`src/mdrc_pkg.sv`:
```
// ============================================================================
// Motor direction ramp controller package
// Shared types and fixed constants for the motor direction ramp controller.
// ============================================================================
package mdrc_pkg;

    // Payload widths fixed by the command and result formats
    localparam int unsigned REQ_WIDTH   = 16;
    localparam int unsigned DUTY_WIDTH  = 8;
    localparam int unsigned MODE_WIDTH  = 2;
    localparam int unsigned CFG_IDX_W   = 2;
    localparam int unsigned CFG_DATA_W  = 16;
    localparam int unsigned DELAY_WIDTH = 16;

    typedef logic [MODE_WIDTH-1:0] t_mode;
    typedef logic [DUTY_WIDTH-1:0] t_duty;
    typedef logic [CFG_IDX_W-1:0]  t_cfg_idx;

    // Motor mode and direction codes
    localparam t_mode MODE_STOP = 2'd0;
    localparam t_mode MODE_FWD  = 2'd1;
    localparam t_mode MODE_BWD  = 2'd2;
    localparam t_mode MODE_BAD  = 2'd3;

    // Configuration register indexes
    localparam t_cfg_idx CFG_RAMP_UP   = 2'd0;
    localparam t_cfg_idx CFG_RAMP_DOWN = 2'd1;
    localparam t_cfg_idx CFG_REV_DELAY = 2'd2;
    localparam t_cfg_idx CFG_RAMP_INT  = 2'd3;

    // Full-scale duty and register reset values
    localparam t_duty                  DUTY_MAX          = 8'd255;
    localparam t_duty                  RST_RAMP_UP       = 8'd50;
    localparam t_duty                  RST_RAMP_DOWN     = 8'd90;
    localparam logic [DELAY_WIDTH-1:0] RST_REV_DELAY     = 16'd100;
    localparam t_duty                  RST_RAMP_INTERVAL = 8'd40;

endpackage

```
`src/mdrc_cmd_if.sv`:
```
// ============================================================================
// Motor direction ramp controller command channel
// Valid/ready channel carrying one throttle command per transfer.
// ============================================================================
interface mdrc_cmd_if #(
    parameter int unsigned TIME_WIDTH = 32
);
    logic                                 valid;
    logic                                 ready;
    logic signed [mdrc_pkg::REQ_WIDTH-1:0] requested_duty;
    mdrc_pkg::t_mode                      direction;
    logic [TIME_WIDTH-1:0]                now_ms;

    modport source (
        output valid, requested_duty, direction, now_ms,
        input  ready
    );

    modport sink (
        input  valid, requested_duty, direction, now_ms,
        output ready
    );
endinterface

```
`src/mdrc_res_if.sv`:
```
// ============================================================================
// Motor direction ramp controller result channel
// Valid/ready channel carrying the bridge drive state after each command.
// ============================================================================
interface mdrc_res_if;
    logic                  valid;
    logic                  ready;
    mdrc_pkg::t_duty       duty_out;
    logic                  forward_level;
    logic                  backward_level;
    mdrc_pkg::t_mode       motor_mode;

    modport source (
        output valid, duty_out, forward_level, backward_level, motor_mode,
        input  ready
    );

    modport sink (
        input  valid, duty_out, forward_level, backward_level, motor_mode,
        output ready
    );
endinterface

```
`src/motor_direction_ramp_controller_core.sv`:
```
// ============================================================================
// Motor direction ramp controller core
// H-bridge direction control with reversal delay and soft-start duty ramp.
// ============================================================================
// Usage:
// Throttle commands arrive on i_cmd (requested duty, direction, timestamp);
// each transfer yields exactly one result on o_res carrying the duty, the two
// bridge leg levels and the motor mode after that command.
// A command is captured in an input register and then processed into the
// result register, from which o_res offers it. One command is taken every
// cycle while o_res is not stalled: the input register refills while the
// result register is emptied, and this sustained rate is set by the single
// state update step. When the receiver stalls, the result register holds
// its value, the input register keeps the next command and i_cmd.ready
// falls once both are full. Configuration registers are written through
// i_cfg_we/i_cfg_idx/i_cfg_data; the user must write them only while the
// block is idle, as the block itself does not enforce this. The synchronous
// active-low reset empties both registers, returns the motor to stop with
// zero duty, clears the time stamps and loads the default ramp steps,
// reversal delay and interval.
// ============================================================================
module motor_direction_ramp_controller_core #(
    parameter int unsigned TIME_WIDTH = 32
) (
    input  logic                                i_clk,
    input  logic                                i_rst_n,
    input  logic                                i_cfg_we,
    input  mdrc_pkg::t_cfg_idx                  i_cfg_idx,
    input  logic [mdrc_pkg::CFG_DATA_W-1:0]     i_cfg_data,
    mdrc_cmd_if.sink                            i_cmd,
    mdrc_res_if.source                          o_res
);

    localparam int unsigned DW = mdrc_pkg::DUTY_WIDTH;
    localparam int unsigned PW = 2 * DW;

    // Configuration registers
    mdrc_pkg::t_duty                     r_up_step;
    mdrc_pkg::t_duty                     r_down_step;
    logic [mdrc_pkg::DELAY_WIDTH-1:0]    r_rev_delay;
    mdrc_pkg::t_duty                     r_interval;

    // Input register
    logic                                r_in_valid;
    logic [mdrc_pkg::REQ_WIDTH-1:0]      r_in_req;
    mdrc_pkg::t_mode                     r_in_dir;
    logic [TIME_WIDTH-1:0]               r_in_now;

    // Controller state
    mdrc_pkg::t_mode                     r_mode,       n_mode;
    mdrc_pkg::t_mode                     r_last_dir,   n_last_dir;
    mdrc_pkg::t_duty                     r_duty,       n_duty;
    logic [TIME_WIDTH-1:0]               r_ramp_stamp, n_ramp_stamp;
    logic [TIME_WIDTH-1:0]               r_stop_stamp, n_stop_stamp;
    logic                                r_fwd_pin,    n_fwd_pin;
    logic                                r_bwd_pin,    n_bwd_pin;

    // Result register
    logic                                r_out_valid;
    mdrc_pkg::t_duty                     r_out_duty;
    logic                                r_out_fwd;
    logic                                r_out_bwd;
    mdrc_pkg::t_mode                     r_out_mode;

    logic                                advance;
    mdrc_pkg::t_mode                     dir;
    mdrc_pkg::t_duty                     target_clamped;
    mdrc_pkg::t_duty                     target;
    logic [TIME_WIDTH-1:0]               el_stop;
    logic [TIME_WIDTH-1:0]               el_ramp;
    logic [PW-1:0]                       prod;
    logic [PW:0]                         prod_inc;
    logic [PW:0]                         prod_sum;
    mdrc_pkg::t_duty                     quot;
    mdrc_pkg::t_duty                     span;
    logic                                tick;
    logic                                enter_dir;
    logic [DW:0]                         up_sum;
    mdrc_pkg::t_duty                     up_duty;
    mdrc_pkg::t_duty                     down_raw;
    mdrc_pkg::t_duty                     down_duty;
    mdrc_pkg::t_duty                     ramped;

    // Handshake: the stage moves when the result register is free or draining
    assign advance     = r_in_valid && (!r_out_valid || o_res.ready);
    assign i_cmd.ready = !r_in_valid || advance;

    assign o_res.valid          = r_out_valid;
    assign o_res.duty_out       = r_out_duty;
    assign o_res.forward_level  = r_out_fwd;
    assign o_res.backward_level = r_out_bwd;
    assign o_res.motor_mode     = r_out_mode;

    // Decode the command: unused direction code means stop, duty clamped
    assign dir = (r_in_dir == mdrc_pkg::MODE_BAD) ? mdrc_pkg::MODE_STOP : r_in_dir;
    assign target_clamped = r_in_req[mdrc_pkg::REQ_WIDTH-1] ? '0 :
                            (r_in_req[mdrc_pkg::REQ_WIDTH-2:DW] != '0) ? mdrc_pkg::DUTY_MAX :
                            r_in_req[DW-1:0];

    // Elapsed times wrap naturally at the timestamp width
    assign el_stop = r_in_now - r_stop_stamp;
    assign el_ramp = r_in_now - r_ramp_stamp;

    // Tick spacing: interval - floor(interval*duty/255), reciprocal form
    assign prod     = {{DW{1'b0}}, r_interval} * {{DW{1'b0}}, r_duty};
    assign prod_inc = {1'b0, prod} + {{PW{1'b0}}, 1'b1};
    assign prod_sum = prod_inc + (prod_inc >> DW);
    assign quot     = prod_sum[PW-1:DW];
    assign span     = r_interval - quot;
    assign tick     = el_ramp > {{(TIME_WIDTH-DW){1'b0}}, span};

    // Ramp toward the target without passing it
    assign up_sum    = {1'b0, r_duty} + {1'b0, r_up_step};
    assign up_duty   = (up_sum > {1'b0, target}) ? target : up_sum[DW-1:0];
    assign down_raw  = (r_duty >= r_down_step) ? (r_duty - r_down_step) : '0;
    assign down_duty = (down_raw < target) ? target : down_raw;
    assign ramped    = (target > r_duty) ? up_duty :
                       (target < r_duty) ? down_duty : r_duty;

    // Next controller state for the command in the input register
    always_comb begin
        n_mode       = r_mode;
        n_last_dir   = r_last_dir;
        n_duty       = r_duty;
        n_ramp_stamp = r_ramp_stamp;
        n_stop_stamp = r_stop_stamp;
        n_fwd_pin    = r_fwd_pin;
        n_bwd_pin    = r_bwd_pin;
        target       = target_clamped;
        enter_dir    = 1'b0;

        case (r_mode)
            mdrc_pkg::MODE_STOP: begin
                target = '0;
                if (dir == mdrc_pkg::MODE_STOP) begin
                    n_fwd_pin = 1'b0;
                    n_bwd_pin = 1'b0;
                end else if (dir == r_last_dir ||
                             el_stop > {{(TIME_WIDTH-mdrc_pkg::DELAY_WIDTH){1'b0}},
                                        r_rev_delay}) begin
                    enter_dir = 1'b1;
                end
            end
            mdrc_pkg::MODE_FWD: begin
                if (dir != mdrc_pkg::MODE_FWD) begin
                    target = '0;
                end
                n_fwd_pin = 1'b1;
                n_bwd_pin = 1'b0;
            end
            default: begin
                if (dir != mdrc_pkg::MODE_BWD) begin
                    target = '0;
                end
                n_fwd_pin = 1'b0;
                n_bwd_pin = 1'b1;
            end
        endcase

        if (enter_dir) begin
            n_mode = dir;
        end else begin
            if (tick) begin
                n_ramp_stamp = r_in_now;
                n_duty       = ramped;
            end
            // A running motor whose duty reaches zero falls back to stop
            if (n_duty == '0 && r_mode != mdrc_pkg::MODE_STOP) begin
                n_stop_stamp = r_in_now;
                n_last_dir   = r_mode;
                n_mode       = mdrc_pkg::MODE_STOP;
            end
        end
    end

    // Control, state and configuration registers
    always_ff @(posedge i_clk) begin
        if (!i_rst_n) begin
            r_in_valid   <= 1'b0;
            r_out_valid  <= 1'b0;
            r_mode       <= mdrc_pkg::MODE_STOP;
            r_last_dir   <= mdrc_pkg::MODE_STOP;
            r_duty       <= '0;
            r_ramp_stamp <= '0;
            r_stop_stamp <= '0;
            r_fwd_pin    <= 1'b0;
            r_bwd_pin    <= 1'b0;
            r_up_step    <= mdrc_pkg::RST_RAMP_UP;
            r_down_step  <= mdrc_pkg::RST_RAMP_DOWN;
            r_rev_delay  <= mdrc_pkg::RST_REV_DELAY;
            r_interval   <= mdrc_pkg::RST_RAMP_INTERVAL;
        end else begin
            if (i_cmd.ready) begin
                r_in_valid <= i_cmd.valid;
            end
            if (advance) begin
                r_out_valid <= 1'b1;
            end else if (o_res.ready) begin
                r_out_valid <= 1'b0;
            end
            if (advance) begin
                r_mode       <= n_mode;
                r_last_dir   <= n_last_dir;
                r_duty       <= n_duty;
                r_ramp_stamp <= n_ramp_stamp;
                r_stop_stamp <= n_stop_stamp;
                r_fwd_pin    <= n_fwd_pin;
                r_bwd_pin    <= n_bwd_pin;
            end
            if (i_cfg_we) begin
                case (i_cfg_idx)
                    mdrc_pkg::CFG_RAMP_UP:   r_up_step   <= i_cfg_data[DW-1:0];
                    mdrc_pkg::CFG_RAMP_DOWN: r_down_step <= i_cfg_data[DW-1:0];
                    mdrc_pkg::CFG_REV_DELAY: r_rev_delay <= i_cfg_data;
                    mdrc_pkg::CFG_RAMP_INT:  r_interval  <= i_cfg_data[DW-1:0];
                    default: begin
                    end
                endcase
            end
        end
    end

    // Payload registers
    always_ff @(posedge i_clk) begin
        if (i_cmd.valid && i_cmd.ready) begin
            r_in_req <= i_cmd.requested_duty;
            r_in_dir <= i_cmd.direction;
            r_in_now <= i_cmd.now_ms;
        end
        if (advance) begin
            r_out_duty <= n_duty;
            r_out_fwd  <= n_fwd_pin;
            r_out_bwd  <= n_bwd_pin;
            r_out_mode <= n_mode;
        end
    end

    // The two bridge legs are never driven high together
    a_legs_exclusive: assert property (@(posedge i_clk) disable iff (!i_rst_n)
        !(r_fwd_pin && r_bwd_pin))
        else $error("both bridge legs driven high");

    // A stopped motor always carries zero duty
    a_stop_zero_duty: assert property (@(posedge i_clk) disable iff (!i_rst_n)
        (r_mode == mdrc_pkg::MODE_STOP) |-> (r_duty == '0))
        else $error("non-zero duty in stop mode");

    // A held command is not dropped while the result register is stalled
    a_in_held: assert property (@(posedge i_clk) disable iff (!i_rst_n)
        (r_in_valid && !advance) |=> r_in_valid)
        else $error("pending command lost during stall");

    // The result mode and duty match the state written on the same transfer
    a_out_matches_state: assert property (@(posedge i_clk) disable iff (!i_rst_n)
        advance |=> (r_out_mode == r_mode && r_out_duty == r_duty))
        else $error("result register disagrees with controller state");

endmodule
```
`src/flat_wrapper.sv`:
```
// flat-port wrapper written by rule: the top's interface ports become plain ports
module motor_direction_ramp_controller_core_flat 
#(
    parameter int unsigned TIME_WIDTH = 32
)
  (i_clk, i_rst_n, i_cfg_we, i_cfg_idx, i_cfg_data, i_cmd_valid, i_cmd_requested_duty, i_cmd_direction, i_cmd_now_ms, i_cmd_ready, o_res_valid, o_res_duty_out, o_res_forward_level, o_res_backward_level, o_res_motor_mode, o_res_ready);
  mdrc_cmd_if #(.TIME_WIDTH(TIME_WIDTH)) i_cmd_i ();
  mdrc_res_if o_res_i ();
  input  logic i_clk;
  input  logic i_rst_n;
  input  logic i_cfg_we;
  input  mdrc_pkg::t_cfg_idx i_cfg_idx;
  input  logic [mdrc_pkg::CFG_DATA_W-1:0] i_cfg_data;
  input wire logic [$bits(i_cmd_i.valid)-1:0] i_cmd_valid;
  input wire logic [$bits(i_cmd_i.requested_duty)-1:0] i_cmd_requested_duty;
  input wire logic [$bits(i_cmd_i.direction)-1:0] i_cmd_direction;
  input wire logic [$bits(i_cmd_i.now_ms)-1:0] i_cmd_now_ms;
  output wire logic [$bits(i_cmd_i.ready)-1:0] i_cmd_ready;
  output wire logic [$bits(o_res_i.valid)-1:0] o_res_valid;
  output wire logic [$bits(o_res_i.duty_out)-1:0] o_res_duty_out;
  output wire logic [$bits(o_res_i.forward_level)-1:0] o_res_forward_level;
  output wire logic [$bits(o_res_i.backward_level)-1:0] o_res_backward_level;
  output wire logic [$bits(o_res_i.motor_mode)-1:0] o_res_motor_mode;
  input wire logic [$bits(o_res_i.ready)-1:0] o_res_ready;
  assign i_cmd_i.valid = i_cmd_valid;
  assign i_cmd_i.requested_duty = i_cmd_requested_duty;
  assign i_cmd_i.direction = i_cmd_direction;
  assign i_cmd_i.now_ms = i_cmd_now_ms;
  assign i_cmd_ready = i_cmd_i.ready;
  assign o_res_valid = o_res_i.valid;
  assign o_res_duty_out = o_res_i.duty_out;
  assign o_res_forward_level = o_res_i.forward_level;
  assign o_res_backward_level = o_res_i.backward_level;
  assign o_res_motor_mode = o_res_i.motor_mode;
  assign o_res_i.ready = o_res_ready;
  motor_direction_ramp_controller_core #(.TIME_WIDTH(TIME_WIDTH)) u_core (.i_clk(i_clk), .i_rst_n(i_rst_n), .i_cfg_we(i_cfg_we), .i_cfg_idx(i_cfg_idx), .i_cfg_data(i_cfg_data), .i_cmd(i_cmd_i), .o_res(o_res_i));
endmodule
```
`config.mk`:
```
export PLATFORM = sky130hd
export DESIGN_NAME = motor_direction_ramp_controller_core_flat
export DESIGN_NICKNAME = d
export VERILOG_FILES = /design/src/mdrc_pkg.sv /design/src/mdrc_cmd_if.sv /design/src/mdrc_res_if.sv /design/src/motor_direction_ramp_controller_core.sv /design/src/flat_wrapper.sv
export SDC_FILE = /design/constraint.sdc
export NUM_CORES = 1
export LEC_CHECK = 0
export ABC_AREA = 1
export BUFFER_PORTS_ARGS = -buffer_cell sky130_fd_sc_hd__buf_4
export CAP_MARGIN = 0
export CORE_MARGIN = 2
export CORE_UTILIZATION = 57
export CTS_CLUSTER_DIAMETER = 50
export DETAILED_ROUTE_END_ITERATION = 6
export HOLD_SLACK_MARGIN = 0.08
export PLACE_DENSITY = 0.72
export SLEW_MARGIN = 20
export SYNTH_ARGS = -nofsm -noshare
export SYNTH_HDL_FRONTEND = slang
export SYNTH_SLANG_ARGS = --single-unit
```
`constraint.sdc`:
```
create_clock -name i_clk -period 12.75 [get_ports i_clk]
set_input_delay 1.9125 -clock i_clk [delete_from_list [all_inputs] [get_ports i_clk]]
set_output_delay 1.9125 -clock i_clk [all_outputs]
set_load 0.02 [all_outputs]
```
==> metrics.cfg <==
[critical_path]
reg2reg_from = u_core.r_duty[6]
max_stage_delay_ps = 630
crit_top_cell = nand2_1
critPathMaxFanout = 66
crit_type = flop to flop
end_kind = flop
timing.rr.end = u_core.r_stop_stamp[17]
arrival_ps = 10480
start_kind = flop
cp.required_ps = 13090
rrSetupSlack_ps = 2620
cp_slowest_cell = dfxtp_1
ff2ff_path_depth = 55

[floorplan]
dieArea_um2 = 29600
core.rowCount = 61
core_um2 = 27800
io-pin-count = 87
die_y_um = 172
start_util = 0.580
die_x_um = 172

[synth]
synth_top_cell_area_share = 0.153
syn-num-nets = 2684
ys_warn_count = 0
syn_inst = 2387
ys_async_sr_fraction = 0
synthTopCellsByArea = nand2_1 (15%), dfxtp_1 (15%), ha_1 (14%)
synth_cell_types = 43
yosys.area_share.simple = 0.286
synth_flop_cell = dfxtp_1
synth-compound-area-share = 0.110
ys_seq_elements = 182
synth-edff-count = 62
synth_area_per_cell_um2 = 6.75
syn_area_um2 = 16100
yosysTopAreaCell = nand2_1
synth_top_family_by_area = simple AND/OR/NAND/NOR gates
synth_xor_area_frac = 0.0397
synthMuxAreaShare = 0
yosys.area_share.adder = 0.193
ys_seq_area_frac = 0.265

[worst_hold_path]
hold_class = flop to flop
min_from = u_core.r_rev_delay[8]
holdPathEnd = u_core.r_rev_delay[8]
hold_depth = 2

[routing]
first_pass_iters = 6
wl_per_cell_um = 14.7
postRouteAntennaNets = 0
via_per_inst = 5.28
routed_wl_um = 41800
drc_errors = 0
drtIter0Drc = 1052
via_count = 15007

[timing]
setup_viol = 0
hold_slack_ps = 467
worst_pin_slew_ps = 970
finalClockSkew_ps = 21.3
slew_headroom = 0.351
period_needed_ps = 10130
fin_crit_sh = 0.795
rsz0062_at_grt = false
hold_violations = 0
fmax_mhz = 98.7
tns_ps = 0
drv_slew = 0

[clock_tree]
root_buffer = clkbuf_16
insertion_delay_ps = 450
tritoncts = built
h-tree-depth = 4
hold_buffers = 0
cts_buffers = 17
clk_pin_slew_worst_paths_ps = 80
cts_setup_buffers = 0
cts.sinks = 182
cts_buffer_depth = 2
ctsResizeCount = 0

[power]
p_per_area_nw_per_um2 = 105
vdd_ir_drop_max_uv = 115
power_uw = 1860
leakagePower_uw = 0.00949

[layout]
final_area_um2 = 17700
antenna_cells = 0
layout.nets = 2746
final_common_cell = nand2_1
area_delta_synth_final_pct = 9.74
drive_gt1_frac = 0.0678
regArea_um2 = 4260
final-instance-count-excl-fill = 2840
multi_input_area_um2 = 10100
layout_common_cells = nand2_1 (657), inv_1 (381), nor2_1 (290), ha_1 (183), a21oi_1 (157)
nFillCells = 2641

[run_status]
status = complete, no violations

[grt]
grt-ovfl-total = 0
grt_pass1_wl_um = 67400
track_usage = 0.287
first_global_vias = 13915
antenna_found_initial = 0
grt_max_degree = 67

[flow_run]
drv_cap = 0

[place]
dpl_cell_area_um2 = 17100
place.gp.congestion = 0.945
numPortBuffers = 86
hpwl_um = 33200
place_inst = 2808

routing by layer:
| layer | share of wire | track usage | vias up |
|---|---|---|---|
| met5 | 0 | 0 | - |
| met4 | 0.020 | 0.0822 | 0 |
| met3 | 0.067 | 0.0433 | 50 |
| met2 | 0.43 | 0.449 | 437 |
| met1 | 0.48 | 0.412 | 6814 |
| li1 | - | - | 7706 |
worst max-delay path: cells and delay by family, from the launching register on:
| family | cells | cell delay (ps) |
|---|---|---|
| simple gates | 24 | 2450 |
| fa+ha+maj | 8 | 3300 |
| buf+inv | 8 | 840 |
| flops | 1 | 630 |
| xor+xnor | 3 | 530 |
| compound gates | 12 | 2220 |
Yosys cell counts, types with 4 or more instances:
library cell and n:
nor2_1 290, nor3_1 19, o21ai_0 104, inv_1 382
dfxtp_1 120, nand3_2 6, nand3b_1 7, nand4_1 19
a31oi_1 4, xnor2_1 24, ha_1 183, nand2_2 4
edfxtp_1 62, nand2_1 657, nand3_1 118, a21o_1 8
xor2_1 49, a21oi_1 158, o211ai_1 19, o21bai_1 9
buf_2 8, inv_2 18, a211oi_1 4, clkbuf_1 40
fa_1 41
state kept, by name (all words and copies together) (netlist names):
register	cells
u_core.o_res.forward_level	1
u_core.r_bwd_pin	1
u_core.r_mode	2
u_core.o_res.duty_out	8
u_core.r_ramp_stamp	32
u_core.r_in_now	32
u_core.o_res.backward_level	1
u_core.r_in_dir	2
u_core.r_fwd_pin	1
u_core.r_in_valid	1
u_core.r_duty	8
u_core.o_res.valid	1
u_core.r_rev_delay	16
u_core.r_stop_stamp	32
u_core.r_in_req	16
u_core.r_down_step	8
u_core.r_up_step	8
u_core.r_last_dir	2
u_core.r_interval	8
u_core.o_res.motor_mode	2
cell type report:
cell class,count,share of cell area
Clock inverter,14,0.00877
Inverter,402,0.0854
Timing Repair Buffer,93,0.0395
Multi-Input combinational cell,1753,0.574
Clock buffer,18,0.0248
Sequential cell,182,0.241
Tap cell,378,0.0267
how the worst max path moves through the flow:
stage | start | end | slack [ps] | depth (start not counted)
CTS | u_core.r_duty[7] | u_core.r_stop_stamp[17] | 2640 | 55
detailed placement | u_core.r_duty[7] | u_core.r_stop_stamp[26] | 2710 | 55
finish | u_core.r_duty[6] | u_core.r_stop_stamp[17] | 2620 | 55
global route | u_core.r_duty[6] | u_core.r_stop_stamp[26] | 1660 | 56
floorplan | u_core.r_duty[7] | u_core.r_stop_stamp[1] | 3750 | 56
global placement | u_core.r_duty[7] | u_core.r_stop_stamp[16] | 2990 | 55
kinds of logic after synthesis:
group	Yosys count
AO/OA/AOI/OAI	323
XOR/XNOR	73
adder cells (fa/ha/maj)	224
buffers and inverters	452
flip-flops	182
AND/OR/NAND/NOR	1133
power breakdown:
group	switching (uW)	internal, uW
Sequential	32.4	635
Combinational	424	230
Clock	267	270
metrics by stage:
step	setup WS, ps	util
after floorplan	3750	-
after global placement	2990	0.615
after detailed placement	2710	0.615
after CTS	2640	0.636
after global routing	1660	0.637
final	2620	0.637
(Power assumes the default switching activity.)
